## src/sv/amiv_pkg.sv

```systemverilog
`default_nettype none
// ----------------------------------------------------------------------------
// amiv_pkg
// Shared types and the multiply-accumulate schedule for the affine inverse.
// ----------------------------------------------------------------------------
package amiv_pkg;

  localparam int NUM_ENTRIES = 12;
  localparam int NUM_ADJ     = 9;
  localparam int NUM_OPS     = 30;

  typedef enum logic [3:0] {
    BK_IDLE = 4'b0001,
    BK_MUL  = 4'b0010,
    BK_DIV  = 4'b0100,
    BK_EMIT = 4'b1000
  } bk_state_t;

  typedef enum logic [3:0] {
    DV_IDLE = 4'b0001,
    DV_PREP = 4'b0010,
    DV_RUN  = 4'b0100,
    DV_FIN  = 4'b1000
  } dv_state_t;

  typedef enum logic [1:0] {
    DST_NONE = 2'd0,
    DST_ADJ  = 2'd1,
    DST_DET  = 2'd2,
    DST_T    = 2'd3
  } dst_t;

  typedef struct packed {
    logic [3:0] a_idx;
    logic       b_adj;
    logic [3:0] b_idx;
    logic       sub;
    logic       first;
    logic       last;
    dst_t       dst;
    logic [3:0] dst_idx;
  } mac_op_t;

  typedef struct packed {
    logic done;
    logic sat;
  } div_stat_t;

  function automatic mac_op_t mk(input logic [3:0] a, input logic badj, input logic [3:0] b,
                                 input logic sub, input logic first, input logic last,
                                 input dst_t dst, input logic [3:0] di);
    mac_op_t o;
    o.a_idx   = a;
    o.b_adj   = badj;
    o.b_idx   = b;
    o.sub     = sub;
    o.first   = first;
    o.last    = last;
    o.dst     = dst;
    o.dst_idx = di;
    return o;
  endfunction

  // Entry m[i][j] lives at index 4*i+j, adjugate entry adj[i][j] at 3*i+j.
  // Each cofactor is a product minus a product; the determinant expands row 0;
  // the translation sums adjugate row times the old translation column.
  function automatic mac_op_t op_of(input logic [4:0] s);
    mac_op_t o;
    case (s)
      5'd0:  o = mk(4'd5, 1'b0, 4'd10, 1'b0, 1'b1, 1'b0, DST_NONE, 4'd0);
      5'd1:  o = mk(4'd6, 1'b0, 4'd9,  1'b1, 1'b0, 1'b1, DST_ADJ,  4'd0);
      5'd2:  o = mk(4'd2, 1'b0, 4'd9,  1'b0, 1'b1, 1'b0, DST_NONE, 4'd0);
      5'd3:  o = mk(4'd1, 1'b0, 4'd10, 1'b1, 1'b0, 1'b1, DST_ADJ,  4'd1);
      5'd4:  o = mk(4'd1, 1'b0, 4'd6,  1'b0, 1'b1, 1'b0, DST_NONE, 4'd0);
      5'd5:  o = mk(4'd2, 1'b0, 4'd5,  1'b1, 1'b0, 1'b1, DST_ADJ,  4'd2);
      5'd6:  o = mk(4'd6, 1'b0, 4'd8,  1'b0, 1'b1, 1'b0, DST_NONE, 4'd0);
      5'd7:  o = mk(4'd4, 1'b0, 4'd10, 1'b1, 1'b0, 1'b1, DST_ADJ,  4'd3);
      5'd8:  o = mk(4'd0, 1'b0, 4'd10, 1'b0, 1'b1, 1'b0, DST_NONE, 4'd0);
      5'd9:  o = mk(4'd2, 1'b0, 4'd8,  1'b1, 1'b0, 1'b1, DST_ADJ,  4'd4);
      5'd10: o = mk(4'd2, 1'b0, 4'd4,  1'b0, 1'b1, 1'b0, DST_NONE, 4'd0);
      5'd11: o = mk(4'd0, 1'b0, 4'd6,  1'b1, 1'b0, 1'b1, DST_ADJ,  4'd5);
      5'd12: o = mk(4'd4, 1'b0, 4'd9,  1'b0, 1'b1, 1'b0, DST_NONE, 4'd0);
      5'd13: o = mk(4'd5, 1'b0, 4'd8,  1'b1, 1'b0, 1'b1, DST_ADJ,  4'd6);
      5'd14: o = mk(4'd1, 1'b0, 4'd8,  1'b0, 1'b1, 1'b0, DST_NONE, 4'd0);
      5'd15: o = mk(4'd0, 1'b0, 4'd9,  1'b1, 1'b0, 1'b1, DST_ADJ,  4'd7);
      5'd16: o = mk(4'd0, 1'b0, 4'd5,  1'b0, 1'b1, 1'b0, DST_NONE, 4'd0);
      5'd17: o = mk(4'd1, 1'b0, 4'd4,  1'b1, 1'b0, 1'b1, DST_ADJ,  4'd8);
      5'd18: o = mk(4'd0, 1'b1, 4'd0,  1'b0, 1'b1, 1'b0, DST_NONE, 4'd0);
      5'd19: o = mk(4'd1, 1'b1, 4'd3,  1'b0, 1'b0, 1'b0, DST_NONE, 4'd0);
      5'd20: o = mk(4'd2, 1'b1, 4'd6,  1'b0, 1'b0, 1'b1, DST_DET,  4'd0);
      5'd21: o = mk(4'd3,  1'b1, 4'd0, 1'b0, 1'b1, 1'b0, DST_NONE, 4'd0);
      5'd22: o = mk(4'd7,  1'b1, 4'd1, 1'b0, 1'b0, 1'b0, DST_NONE, 4'd0);
      5'd23: o = mk(4'd11, 1'b1, 4'd2, 1'b0, 1'b0, 1'b1, DST_T,    4'd0);
      5'd24: o = mk(4'd3,  1'b1, 4'd3, 1'b0, 1'b1, 1'b0, DST_NONE, 4'd0);
      5'd25: o = mk(4'd7,  1'b1, 4'd4, 1'b0, 1'b0, 1'b0, DST_NONE, 4'd0);
      5'd26: o = mk(4'd11, 1'b1, 4'd5, 1'b0, 1'b0, 1'b1, DST_T,    4'd1);
      5'd27: o = mk(4'd3,  1'b1, 4'd6, 1'b0, 1'b1, 1'b0, DST_NONE, 4'd0);
      5'd28: o = mk(4'd7,  1'b1, 4'd7, 1'b0, 1'b0, 1'b0, DST_NONE, 4'd0);
      5'd29: o = mk(4'd11, 1'b1, 4'd8, 1'b0, 1'b0, 1'b1, DST_T,    4'd2);
      default: o = mk(4'd0, 1'b0, 4'd0, 1'b0, 1'b1, 1'b1, DST_NONE, 4'd0);
    endcase
    return o;
  endfunction

endpackage
`default_nettype wire

```

## src/sv/affine_matrix_inverse.sv

```systemverilog
`default_nettype none
// ----------------------------------------------------------------------------
// affine_matrix_inverse
// Inverse of an affine 3x4 matrix in signed fixed point, one row per transfer.
// ----------------------------------------------------------------------------
// Usage: one s_tdata transfer carries the twelve entries e00..e23, row by row,
// each DATA_WIDTH bits with FRAC_BITS fraction bits. Each matrix gives three
// m_tdata transfers, rows 0, 1 and 2, with m_tlast on row 2. m_tuser flags a
// singular matrix (identity returned) and a clamped entry in the row.
// det_threshold is written through cfg_wen/cfg_wdata; the user must write it
// only while the block is idle, which the block itself does not enforce.
// A bit-serial multiply-accumulate unit runs 30 products; then, unless the
// matrix is singular, a one-bit-per-cycle divider forms each of the twelve
// entries, and each row is emitted through the output register. The next
// matrix is taken from the queue only once row 2 is in the output register.
// A two-entry input queue accepts further matrices while one is computed, and
// an output register holds a row while the receiver stalls.
// Reset empties the queue and output, and sets det_threshold to 4295.
// ----------------------------------------------------------------------------
module affine_matrix_inverse #(
  parameter int DATA_WIDTH = 32,
  parameter int FRAC_BITS  = 16
) (
  input  wire logic                                 clk,
  input  wire logic                                 rst,
  input  wire logic                                 cfg_wen,
  input  wire logic [31:0]                          cfg_wdata,
  input  wire logic                                 s_tvalid,
  output logic                                      s_tready,
  // e00, e01, e02, e03, e10, ..., e23 from bit 0 up, zero padded to bytes.
  input  wire logic [((12*DATA_WIDTH+7)/8)*8-1:0]   s_tdata,
  output logic                                      m_tvalid,
  input  wire logic                                 m_tready,
  // row_index, c0, c1, c2, c3 from bit 0 up, zero padded to bytes.
  output logic [((2+4*DATA_WIDTH+7)/8)*8-1:0]       m_tdata,
  output logic                                      m_tlast,
  // singular, saturated from bit 0 up.
  output logic [1:0]                                m_tuser
);

  localparam int IW  = 12 * DATA_WIDTH;
  localparam int OTW = ((2 + 4 * DATA_WIDTH + 7) / 8) * 8;

  logic [31:0]           det_threshold;
  logic                  q_valid;
  logic                  q_ready;
  logic [IW-1:0]         q_data;
  logic [1:0]            o_row;
  logic [DATA_WIDTH-1:0] o_c [4];
  logic                  o_sing;
  logic                  o_sat;

  always_ff @(posedge clk) begin
    if (rst) begin
      det_threshold <= 32'd4295;
    end else if (cfg_wen) begin
      det_threshold <= cfg_wdata;
    end
  end

  amiv_front #(
    .IW (IW)
  ) u_front (
    .clk      (clk),
    .rst      (rst),
    .s_tvalid (s_tvalid),
    .s_tready (s_tready),
    .s_data   (s_tdata[IW-1:0]),
    .q_valid  (q_valid),
    .q_ready  (q_ready),
    .q_data   (q_data)
  );

  amiv_back #(
    .DW (DATA_WIDTH),
    .F  (FRAC_BITS)
  ) u_back (
    .clk     (clk),
    .rst     (rst),
    .q_valid (q_valid),
    .q_ready (q_ready),
    .q_data  (q_data),
    .thr     (det_threshold),
    .o_valid (m_tvalid),
    .o_ready (m_tready),
    .o_row   (o_row),
    .o_c     (o_c),
    .o_last  (m_tlast),
    .o_sing  (o_sing),
    .o_sat   (o_sat)
  );

  assign m_tdata = OTW'({o_c[3], o_c[2], o_c[1], o_c[0], o_row});
  assign m_tuser = {o_sat, o_sing};

endmodule
`default_nettype wire

```

## src/sv/amiv_front.sv

```systemverilog
`default_nettype none
// ----------------------------------------------------------------------------
// amiv_front
// Input side: takes matrix transfers and holds them in a two-entry queue.
// ----------------------------------------------------------------------------
module amiv_front #(
  parameter int IW = 384
) (
  input  wire logic          clk,
  input  wire logic          rst,
  input  wire logic          s_tvalid,
  output logic               s_tready,
  input  wire logic [IW-1:0] s_data,
  output logic               q_valid,
  input  wire logic          q_ready,
  output logic [IW-1:0]      q_data
);

  logic [IW-1:0] mem [2];
  logic          wp;
  logic          rp;
  logic [1:0]    cnt;
  logic          push;
  logic          pop;

  assign s_tready = (cnt != 2'd2);
  assign q_valid  = (cnt != 2'd0);
  assign q_data   = mem[rp];
  assign push     = s_tvalid && s_tready;
  assign pop      = q_valid && q_ready;

  always_ff @(posedge clk) begin
    if (push) begin
      mem[wp] <= s_data;
    end
  end

  always_ff @(posedge clk) begin
    if (rst) begin
      wp  <= 1'b0;
      rp  <= 1'b0;
      cnt <= 2'd0;
    end else begin
      if (push) begin
        wp <= ~wp;
      end
      if (pop) begin
        rp <= ~rp;
      end
      if (push && !pop) begin
        cnt <= cnt + 2'd1;
      end else if (pop && !push) begin
        cnt <= cnt - 2'd1;
      end
    end
  end

endmodule
`default_nettype wire

```

## src/sv/amiv_div.sv

```systemverilog
`default_nettype none
// ----------------------------------------------------------------------------
// amiv_div
// Restoring divider: signed quotient rounded to nearest (ties away from zero)
// and clamped to DW bits, one quotient bit per cycle.
// ----------------------------------------------------------------------------
module amiv_div #(
  parameter int DW   = 32,
  parameter int NUMW = 132,
  parameter int DENW = 99
) (
  input  wire logic                   clk,
  input  wire logic                   rst,
  input  wire logic                   start,
  input  wire logic signed [NUMW-1:0] num,
  input  wire logic signed [DENW-1:0] den,
  output logic [DW-1:0]               q,
  output amiv_pkg::div_stat_t         stat
);

  localparam int N2W = NUMW + 2;
  localparam int RW  = DENW + 2;
  localparam int CW  = $clog2(DW);
  localparam logic [DW-1:0] MAXV = {1'b0, {(DW-1){1'b1}}};
  localparam logic [DW-1:0] MINV = {1'b1, {(DW-1){1'b0}}};

  amiv_pkg::dv_state_t st;
  logic [NUMW-1:0] absn;
  logic [DENW-1:0] absd;
  logic            neg;
  logic [RW-1:0]   rem;
  logic [DENW:0]   d2;
  logic [DW-1:0]   nlow;
  logic [DW-1:0]   qr;
  logic            ovf;
  logic [CW-1:0]   cnt;
  logic            fin;
  logic            sat;

  logic [N2W-1:0]  n2;
  logic [N2W-1:0]  hi;
  logic [DENW:0]   d2v;
  logic [RW-1:0]   remsh;
  logic            ge;
  logic            negq;

  // The rounded quotient is floor((2|n| + |d|) / (2|d|)).
  assign d2v   = {absd, 1'b0};
  assign n2    = N2W'({absn, 1'b0}) + N2W'(absd);
  assign hi    = n2 >> DW;
  assign remsh = {rem[RW-2:0], nlow[DW-1]};
  assign ge    = (remsh >= RW'(d2));
  assign negq  = neg && (ovf || (qr != '0));
  assign stat  = '{done: fin, sat: sat};

  always_ff @(posedge clk) begin
    if (rst) begin
      st  <= amiv_pkg::DV_IDLE;
      fin <= 1'b0;
    end else begin
      fin <= 1'b0;
      case (st)
        amiv_pkg::DV_IDLE: begin
          if (start) begin
            st <= amiv_pkg::DV_PREP;
          end
        end
        amiv_pkg::DV_PREP: begin
          st <= amiv_pkg::DV_RUN;
        end
        amiv_pkg::DV_RUN: begin
          if (cnt == CW'(DW - 1)) begin
            st <= amiv_pkg::DV_FIN;
          end
        end
        amiv_pkg::DV_FIN: begin
          st  <= amiv_pkg::DV_IDLE;
          fin <= 1'b1;
        end
        default: st <= amiv_pkg::DV_IDLE;
      endcase
    end
  end

  always_ff @(posedge clk) begin
    case (st)
      amiv_pkg::DV_IDLE: begin
        absn <= num[NUMW-1] ? NUMW'(-num) : NUMW'(num);
        absd <= den[DENW-1] ? DENW'(-den) : DENW'(den);
        neg  <= num[NUMW-1] ^ den[DENW-1];
      end
      amiv_pkg::DV_PREP: begin
        // A high part at or above the divisor means the quotient needs more
        // than DW bits, which always clamps.
        ovf  <= (hi >= N2W'(d2v));
        rem  <= RW'(hi);
        nlow <= n2[DW-1:0];
        d2   <= d2v;
        qr   <= '0;
        cnt  <= '0;
      end
      amiv_pkg::DV_RUN: begin
        rem  <= ge ? (remsh - RW'(d2)) : remsh;
        qr   <= {qr[DW-2:0], ge};
        nlow <= {nlow[DW-2:0], 1'b0};
        cnt  <= cnt + CW'(1);
      end
      amiv_pkg::DV_FIN: begin
        if (ovf) begin
          q   <= negq ? MINV : MAXV;
          sat <= 1'b1;
        end else if (!negq) begin
          q   <= qr[DW-1] ? MAXV : qr;
          sat <= qr[DW-1];
        end else if (qr[DW-1] && (qr[DW-2:0] != '0)) begin
          q   <= MINV;
          sat <= 1'b1;
        end else begin
          q   <= -qr;
          sat <= 1'b0;
        end
      end
      default: ;
    endcase
  end

endmodule
`default_nettype wire

```

## src/sv/amiv_back.sv

```systemverilog
`default_nettype none
// ----------------------------------------------------------------------------
// amiv_back
// Execution side: serial multiply-accumulate for adjugate, determinant and
// translation, then twelve divisions (skipped for a singular matrix) and the row output register.
// ----------------------------------------------------------------------------
module amiv_back #(
  parameter int DW = 32,
  parameter int F  = 16
) (
  input  wire logic               clk,
  input  wire logic               rst,
  input  wire logic               q_valid,
  output logic                    q_ready,
  input  wire logic [12*DW-1:0]   q_data,
  input  wire logic [31:0]        thr,
  output logic                    o_valid,
  input  wire logic               o_ready,
  output logic [1:0]              o_row,
  output logic [DW-1:0]           o_c [4],
  output logic                    o_last,
  output logic                    o_sing,
  output logic                    o_sat
);

  localparam int AW   = 3 * DW + 3;
  localparam int CW   = 2 * DW + 1;
  localparam int NUMW = AW + 2 * F + 1;
  localparam int BCW  = $clog2(DW);
  localparam int SW   = AW + 3 * F + 33;
  localparam logic ONE_SAT = (F >= DW - 1);
  localparam logic [DW-1:0] ONE_VAL =
    (F >= DW - 1) ? {1'b0, {(DW-1){1'b1}}} : (DW'(1) << F);

  amiv_pkg::bk_state_t state;
  amiv_pkg::mac_op_t   op;
  amiv_pkg::div_stat_t dstat;

  logic signed [DW-1:0] m   [amiv_pkg::NUM_ENTRIES];
  logic signed [CW-1:0] adj [amiv_pkg::NUM_ADJ];
  logic signed [AW-1:0] tv  [3];
  logic signed [AW-1:0] det;
  logic signed [AW-1:0] acc;
  logic signed [AW-1:0] bsh;
  logic [DW-1:0]        amul;
  logic [4:0]           step;
  logic                 mrun;
  logic [BCW-1:0]       bcnt;
  logic [1:0]           row;
  logic [1:0]           col;
  logic                 dwait;
  logic                 sing;
  logic [DW-1:0]        rowc [4];
  logic                 rowsat;

  logic [3:0]             adj_addr;
  logic signed [CW-1:0]   adj_rd;
  logic signed [AW-1:0]   b_val;
  logic                   last_bit;
  logic                   neg_term;
  logic signed [AW-1:0]   term;
  logic signed [AW-1:0]   acc_nx;
  logic signed [NUMW-1:0] dnum;
  logic                   dstart;
  logic [DW-1:0]          dq;
  logic [AW-1:0]          absdet;
  logic                   is_sing;
  logic                   out_free;
  logic                   emit;

  assign op       = amiv_pkg::op_of(step);
  assign adj_addr = (state == amiv_pkg::BK_MUL) ? op.b_idx
                                                : (4'(row) * 4'd3 + 4'(col));
  assign adj_rd   = adj[adj_addr];
  assign b_val    = op.b_adj ? AW'(adj_rd) : AW'(m[op.b_idx]);
  assign last_bit = (bcnt == BCW'(DW - 1));
  // The multiplier's top bit carries negative weight.
  assign neg_term = op.sub ^ last_bit;
  assign term     = amul[0] ? (neg_term ? -bsh : bsh) : '0;
  assign acc_nx   = acc + term;

  assign dnum = (col == 2'd3) ? -(NUMW'(tv[row]) <<< F) : (NUMW'(adj_rd) <<< (2 * F));
  assign dstart = (state == amiv_pkg::BK_DIV) && !dwait;

  assign absdet  = det[AW-1] ? AW'(-det) : AW'(det);
  assign is_sing = (det == '0) || ((SW'(absdet) << 32) < (SW'(thr) << (3 * F)));

  assign q_ready  = (state == amiv_pkg::BK_IDLE);
  assign out_free = !o_valid || o_ready;
  assign emit     = (state == amiv_pkg::BK_EMIT) && out_free;

  amiv_div #(
    .DW   (DW),
    .NUMW (NUMW),
    .DENW (AW)
  ) u_div (
    .clk   (clk),
    .rst   (rst),
    .start (dstart),
    .num   (dnum),
    .den   (det),
    .q     (dq),
    .stat  (dstat)
  );

  always_ff @(posedge clk) begin
    if (rst) begin
      state   <= amiv_pkg::BK_IDLE;
      mrun    <= 1'b0;
      dwait   <= 1'b0;
      o_valid <= 1'b0;
    end else begin
      if (emit) begin
        o_valid <= 1'b1;
      end else if (o_ready) begin
        o_valid <= 1'b0;
      end
      case (state)
        amiv_pkg::BK_IDLE: begin
          if (q_valid) begin
            state <= amiv_pkg::BK_MUL;
            mrun  <= 1'b0;
          end
        end
        amiv_pkg::BK_MUL: begin
          if (!mrun) begin
            mrun <= 1'b1;
          end else if (last_bit) begin
            mrun <= 1'b0;
            if (step == 5'(amiv_pkg::NUM_OPS - 1)) begin
              state <= is_sing ? amiv_pkg::BK_EMIT : amiv_pkg::BK_DIV;
            end
          end
        end
        amiv_pkg::BK_DIV: begin
          if (dstart) begin
            dwait <= 1'b1;
          end else if (dstat.done) begin
            dwait <= 1'b0;
            if (col == 2'd3) begin
              state <= amiv_pkg::BK_EMIT;
            end
          end
        end
        amiv_pkg::BK_EMIT: begin
          if (out_free) begin
            if (row == 2'd2) begin
              state <= amiv_pkg::BK_IDLE;
            end else begin
              state <= sing ? amiv_pkg::BK_EMIT : amiv_pkg::BK_DIV;
            end
          end
        end
        default: state <= amiv_pkg::BK_IDLE;
      endcase
    end
  end

  always_ff @(posedge clk) begin
    case (state)
      amiv_pkg::BK_IDLE: begin
        for (int i = 0; i < amiv_pkg::NUM_ENTRIES; i++) begin
          m[i] <= q_data[i*DW +: DW];
        end
        step <= '0;
      end
      amiv_pkg::BK_MUL: begin
        if (!mrun) begin
          bsh  <= b_val;
          amul <= m[op.a_idx];
          bcnt <= '0;
          if (op.first) begin
            acc <= '0;
          end
        end else begin
          acc  <= acc_nx;
          bsh  <= bsh <<< 1;
          amul <= amul >> 1;
          bcnt <= bcnt + BCW'(1);
          if (last_bit) begin
            step <= step + 5'd1;
            case (op.dst)
              amiv_pkg::DST_ADJ: adj[op.dst_idx] <= CW'(acc_nx);
              amiv_pkg::DST_DET: det <= acc_nx;
              amiv_pkg::DST_T:   tv[op.dst_idx[1:0]] <= acc_nx;
              default: ;
            endcase
            if (step == 5'(amiv_pkg::NUM_OPS - 1)) begin
              sing   <= is_sing;
              row    <= 2'd0;
              col    <= 2'd0;
              rowsat <= 1'b0;
            end
          end
        end
      end
      amiv_pkg::BK_DIV: begin
        if (!dstart && dstat.done) begin
          rowc[col] <= dq;
          rowsat    <= rowsat | dstat.sat;
          col       <= col + 2'd1;
        end
      end
      amiv_pkg::BK_EMIT: begin
        if (out_free) begin
          o_row  <= row;
          o_last <= (row == 2'd2);
          o_sing <= sing;
          if (sing) begin
            for (int j = 0; j < 3; j++) begin
              o_c[j] <= (row == 2'(j)) ? ONE_VAL : '0;
            end
            o_c[3] <= '0;
            o_sat  <= ONE_SAT;
          end else begin
            for (int j = 0; j < 4; j++) begin
              o_c[j] <= rowc[j];
            end
            o_sat <= rowsat;
          end
          row    <= row + 2'd1;
          col    <= 2'd0;
          rowsat <= 1'b0;
        end
      end
      default: ;
    endcase
  end

endmodule
`default_nettype wire

```

## config.mk

```make
export PLATFORM = sky130hd
export DESIGN_NAME = affine_matrix_inverse
export DESIGN_NICKNAME = d
export VERILOG_FILES = /design/src/sv/amiv_pkg.sv /design/src/sv/affine_matrix_inverse.sv /design/src/sv/amiv_front.sv /design/src/sv/amiv_div.sv /design/src/sv/amiv_back.sv
export SDC_FILE = /design/constraint.sdc
export NUM_CORES = 2
export LEC_CHECK = 0
export BUFFER_PORTS_ARGS = -buffer_cell sky130_fd_sc_hd__buf_2
export CORE_UTILIZATION = 30
export DETAILED_ROUTE_END_ITERATION = 10
export GPL_ROUTABILITY_DRIVEN = 1
export PLACE_DENSITY = 0.56
export SLEW_MARGIN = 40
export SYNTH_ARGS = -nofsm -noshare
export SYNTH_HDL_FRONTEND = slang
export SYNTH_SLANG_ARGS = --single-unit
```

## constraint.sdc

```tcl
create_clock -name clk -period 24.9 [get_ports clk]
set_input_delay 1.245 -clock clk [delete_from_list [all_inputs] [get_ports clk]]
set_output_delay 1.245 -clock clk [all_outputs]
set_load 0.05 [all_outputs]
```

==> reports/summary.md <==
The number of failing hold endpoints at the final stage was 0; the number of buffers added by the clock tree synthesis step was 337. The netlist uses 106 different library cells. During synthesis, Yosys emitted a total of 0 warnings. In this run the power density over the cells is 105 nW/um^2. The number of instances in the placed design is 19,100, and the worst clock skew is 0.0676 ns. The worst setup path is of the flip-flop to flip-flop kind.

The worst path in the final design needs a cycle of 8.84 ns, including I/O delays and setup. Headroom to the max-slew limit came out at 34.9%. After synthesis, the share of flip-flops with an asynchronous set or reset is 0%. In the layout the commonest cells are 3,158 x sky130_fd_sc_hd__edfxtp_1, 1,074 x sky130_fd_sc_hd__nand2_1, 665 x sky130_fd_sc_hd__a21oi_1, 614 x sky130_fd_sc_hd__o21ai_0, 594 x sky130_fd_sc_hd__nor2_1. The share of post-route cells with drive strength above 1 is 16.6%, and the count of cells resized by post-cts repair is 0. The number of flops mapped to enable cells by yosys was 3,158.

Among all flip-flop cells after synthesis, the most frequent one is sky130_fd_sc_hd__edfxtp_1. After legalization and detailed placement, the total HPWL measured 343 mm. In this run the worst path has a maximum fanout of 8. The transition time of the tightest slew-check pin is 0.974 ns. After layout, the worst path uses 35.5% of the clock period. The routed wire length per instance came out at 24.0 um. The largest net degree at the start of global routing came out at 146. The tree is rooted in a sky130_fd_sc_hd__clkbuf_16. The horizontal die dimension is 723 um. Wire length of the first global-routing pass: 679 mm. The effective utilization at floorplan was 30.1%; the initial antenna violation count was 126. After synthesis, flip-flops and latches occupy 61.7% of the total area.

Once the clock tree was built, the setup fixing pass inserted 0 buffers. The number of rows created at floorplan came out at 264. The count of buffers added on input and output ports is 555. The busiest layer in global routing was met2. The tools report the highest clock rate as 113 MHz. In this run, the number of DRC markers left after iteration 0 of detailed routing was 9,714. Overall routed net length: 474 mm. For this run, the total global-route usage over all layers was measured as 17.5%. The count of nets left with antenna violations once routing finished came out at 0. The average instance in the mapped netlist occupies 13.0 um^2. TritonCTS built the clock tree. The kind of path behind the tightest hold check is input port to flip-flop.

The pre-antenna-repair detailed-routing pass consisted of 8 iterations. Dividing the detail-routed via count by the number of cells gives 5.12. The run gives 97,100 as the via count of the first global-routing pass. The run gives 0 as the post-cts hold buffer count.

The slowest stage of the critical path is the sky130_fd_sc_hd__a211oi_1 cell. Via total after detailed routing: 101,000. Setup repair after global routing left no endpoint under its margin. In this run the static leakage power is 63.0 nW. For the netlist area before placement, the log shows 156,000 um^2. For met3 alone, demand over resource in global routing was 2.77%. The worst setup path is launched from a flip-flop.

At the end of routability-driven placement, the weighted congestion stood at 0.938. The aggregate global routing overflow is 0. The die is 723 um tall.

For the final setup violation count, the log shows 0. On the worst path, the slowest cell contributes a delay of 0.69 ns. For this run, the post-layout net count is 13,400. The final-report max-slew violation count was 0; the number of register bits inferred by synthesis was 3,226. The run finished with clean final reports. Leaving out fill and tap cells, the most frequent cell in the layout is sky130_fd_sc_hd__edfxtp_1. The tool flagged a number of max-cap violations equal to 0.

Clock latency on the worst-skew pair, taken at its later pin, is 1.00 ns. In the routed design, unresolved DRC markers number 0. The post-synthesis to final-layout area growth was 15.0%; the required time reported for the critical path endpoint was 25.74 ns. The worst setup path is captured at a flip-flop.

The finished layout holds 19,800 standard cells, fillers aside. The number of instances in the synthesized netlist came out at 12,000. The clock tree synthesis step divided the H-tree into 5 levels. The die covers 522,000 um^2. The met2 routing resource usage after global routing came out at 27.6%. For this run, global-route usage on met1 was measured as 24.8%. The total design power came out at 18.8 mW. For this design, the sink count on the clock tree is 3,226.

Walking the worst path, the cells encountered are or3_1 -> or4_1 -> nor3_1 -> nand3_1 -> nor4_1 -> nor4bb_2 -> a21oi_1 -> xor2_1 -> and2_1 -> ha_1 -> nand4_1 -> or2_2 -> or4_1 -> a211o_1 -> nor4_1 -> o211ai_1 -> a31oi_1 -> o21ai_0 -> a211oi_1 -> a31oi_1 -> xnor2_1 -> and2_1. The clock passes through at most 4 buffers. The post-route setup TNS is 0 ns. The clock transition at the registers of the reported paths is 0.07 ns. Across the VDD grid, the largest voltage drop is 70.8 uV.

For the worst setup path, the data arrival time is 9.68 ns. During I/O placement, the number of pins put on the boundary was 562. The area of the core was 517,000 um^2.
## layer usage
layer,vias to the layer above,routed length (um)
li1,46600,-
met1,50300,213000
met2,3434,213000
met3,748,33300
met4,82,14500
met5,-,540
## per-stage QoR
step | worst slack, ns | instance area [um^2] | hold WS [ns] | util [%]
floorplan | 6.51 | 156000 | 0.426 | -
global placement | 16.00 | 167000 | 0.439 | 32.3
detailed placement | 16.17 | 168000 | 0.443 | 32.5
CTS | 16.16 | 179000 | 0.346 | 34.6
global route | 15.64 | 179000 | 0.376 | 34.6
finish | 16.06 | 179000 | 0.433 | 34.6
## cells in the mapped netlist, drive strengths merged, types with 23 or more instances
cell type / number / area [um^2]
buf: 124 / 624
nand4: 182 / 1140
nand2b: 63 / 394
o21ai: 643 / 3220
xnor2: 415 / 3630
or2: 39 / 244
a21boi: 37 / 282
mux2i: 410 / 4120
a31oi: 113 / 713
edfxtp: 3158 / 94800
o21a: 73 / 548
o211ai: 42 / 315
nand3: 278 / 1400
a21o: 295 / 2210
or3: 91 / 574
a211oi: 52 / 395
dfxtp: 68 / 1360
a21oi: 669 / 3350
o21bai: 68 / 510
and2: 251 / 1570
o31ai: 95 / 718
a32o: 27 / 270
clkbuf: 487 / 1830
o311ai: 26 / 228
and4: 23 / 201
nor2: 613 / 2300
and3: 68 / 425
or4: 54 / 413
nand2: 1075 / 4040
mux4: 196 / 4410
xor2: 214 / 1870
nor3: 185 / 947
inv: 385 / 1450
nor4: 111 / 768
ha: 441 / 5520
nor2b: 183 / 1140
mux2: 441 / 4970
o41ai: 41 / 374
## path summary, 6_finish.rpt
| kind | start | slack [ns] | end | depth (start not counted) |
|---|---|---|---|---|
| hold reg to reg | u_back.u_div.absd[2]$_DFFE_PP_ | 0.45 | u_back.u_div.d2[3]$_DFFE_PN_ | 0 |
| setup / recovery | u_back.bsh[4]$_DFFE_PP_ | 16.06 | u_back.acc[96]$_SDFFCE_PN0P_ | 22 |
| setup reg to reg | u_back.bsh[4]$_DFFE_PP_ | 16.06 | u_back.acc[96]$_SDFFCE_PN0P_ | 22 |
| hold / removal | s_tdata[2] | 0.43 | u_front.mem[0][2]$_DFFE_PP_ | 1 |
## final cells by class
type | instances | area [um^2]
inverters | 386 | 1460
diodes | 24 | 60.1
multi-input cells | 7809 | 57100
flip-flops and latches | 3226 | 96200
repair buffers | 791 | 5030
fillers | 50500 | 338000
clock inverters | 189 | 1930
clock buffers | 412 | 8810
well taps | 6916 | 8650
## cell families (layout without fill, tap and decap cells)
family                   after synthesis  count (layout)  synth area share, %
AO/OA/AOI/OAI                       2397            2397                 9.66
XOR/XNOR                             629             629                 3.53
adder cells (fa/ha/maj)              446             446                 3.60
buffers and inverters                997            1778                 2.50
flip-flops                          3226            3226                 61.7
multiplexers                        1047            1047                 8.66
other                                  1              39              0.00241
AND/OR/NAND/NOR                     3275            3275                 10.3
## worst max-delay path, delay by kind of cell, from the launching register on
family	cells	cell delay (ns)
AO/OA/AOI/OAI	7	2.47
XOR/XNOR	2	0.59
AND/OR/NAND/NOR	12	4.67
flip-flops	1	0.43
adder cells (fa/ha/maj)	1	0.51
## report_power, final
group	internal, mW	switching, mW	total, mW	leakage [nW]
Clock	2.81	2.20	5.01	5.19
Combinational	2.08	3.77	5.84	27.8
Sequential	7.43	0.468	7.90	30.0
## flip-flops by register name, indices dropped and copies added (netlist names), 100 cells and up, named ones only
signal	flops
u_back.adj	585
u_back.m	384
u_back.o_c	128
u_back.rowc	128
u_back.tv	297
u_back.u_div.absn	116
u_back.u_div.rem	100
u_front.mem	768
Power figures use the tool's default switching activity.
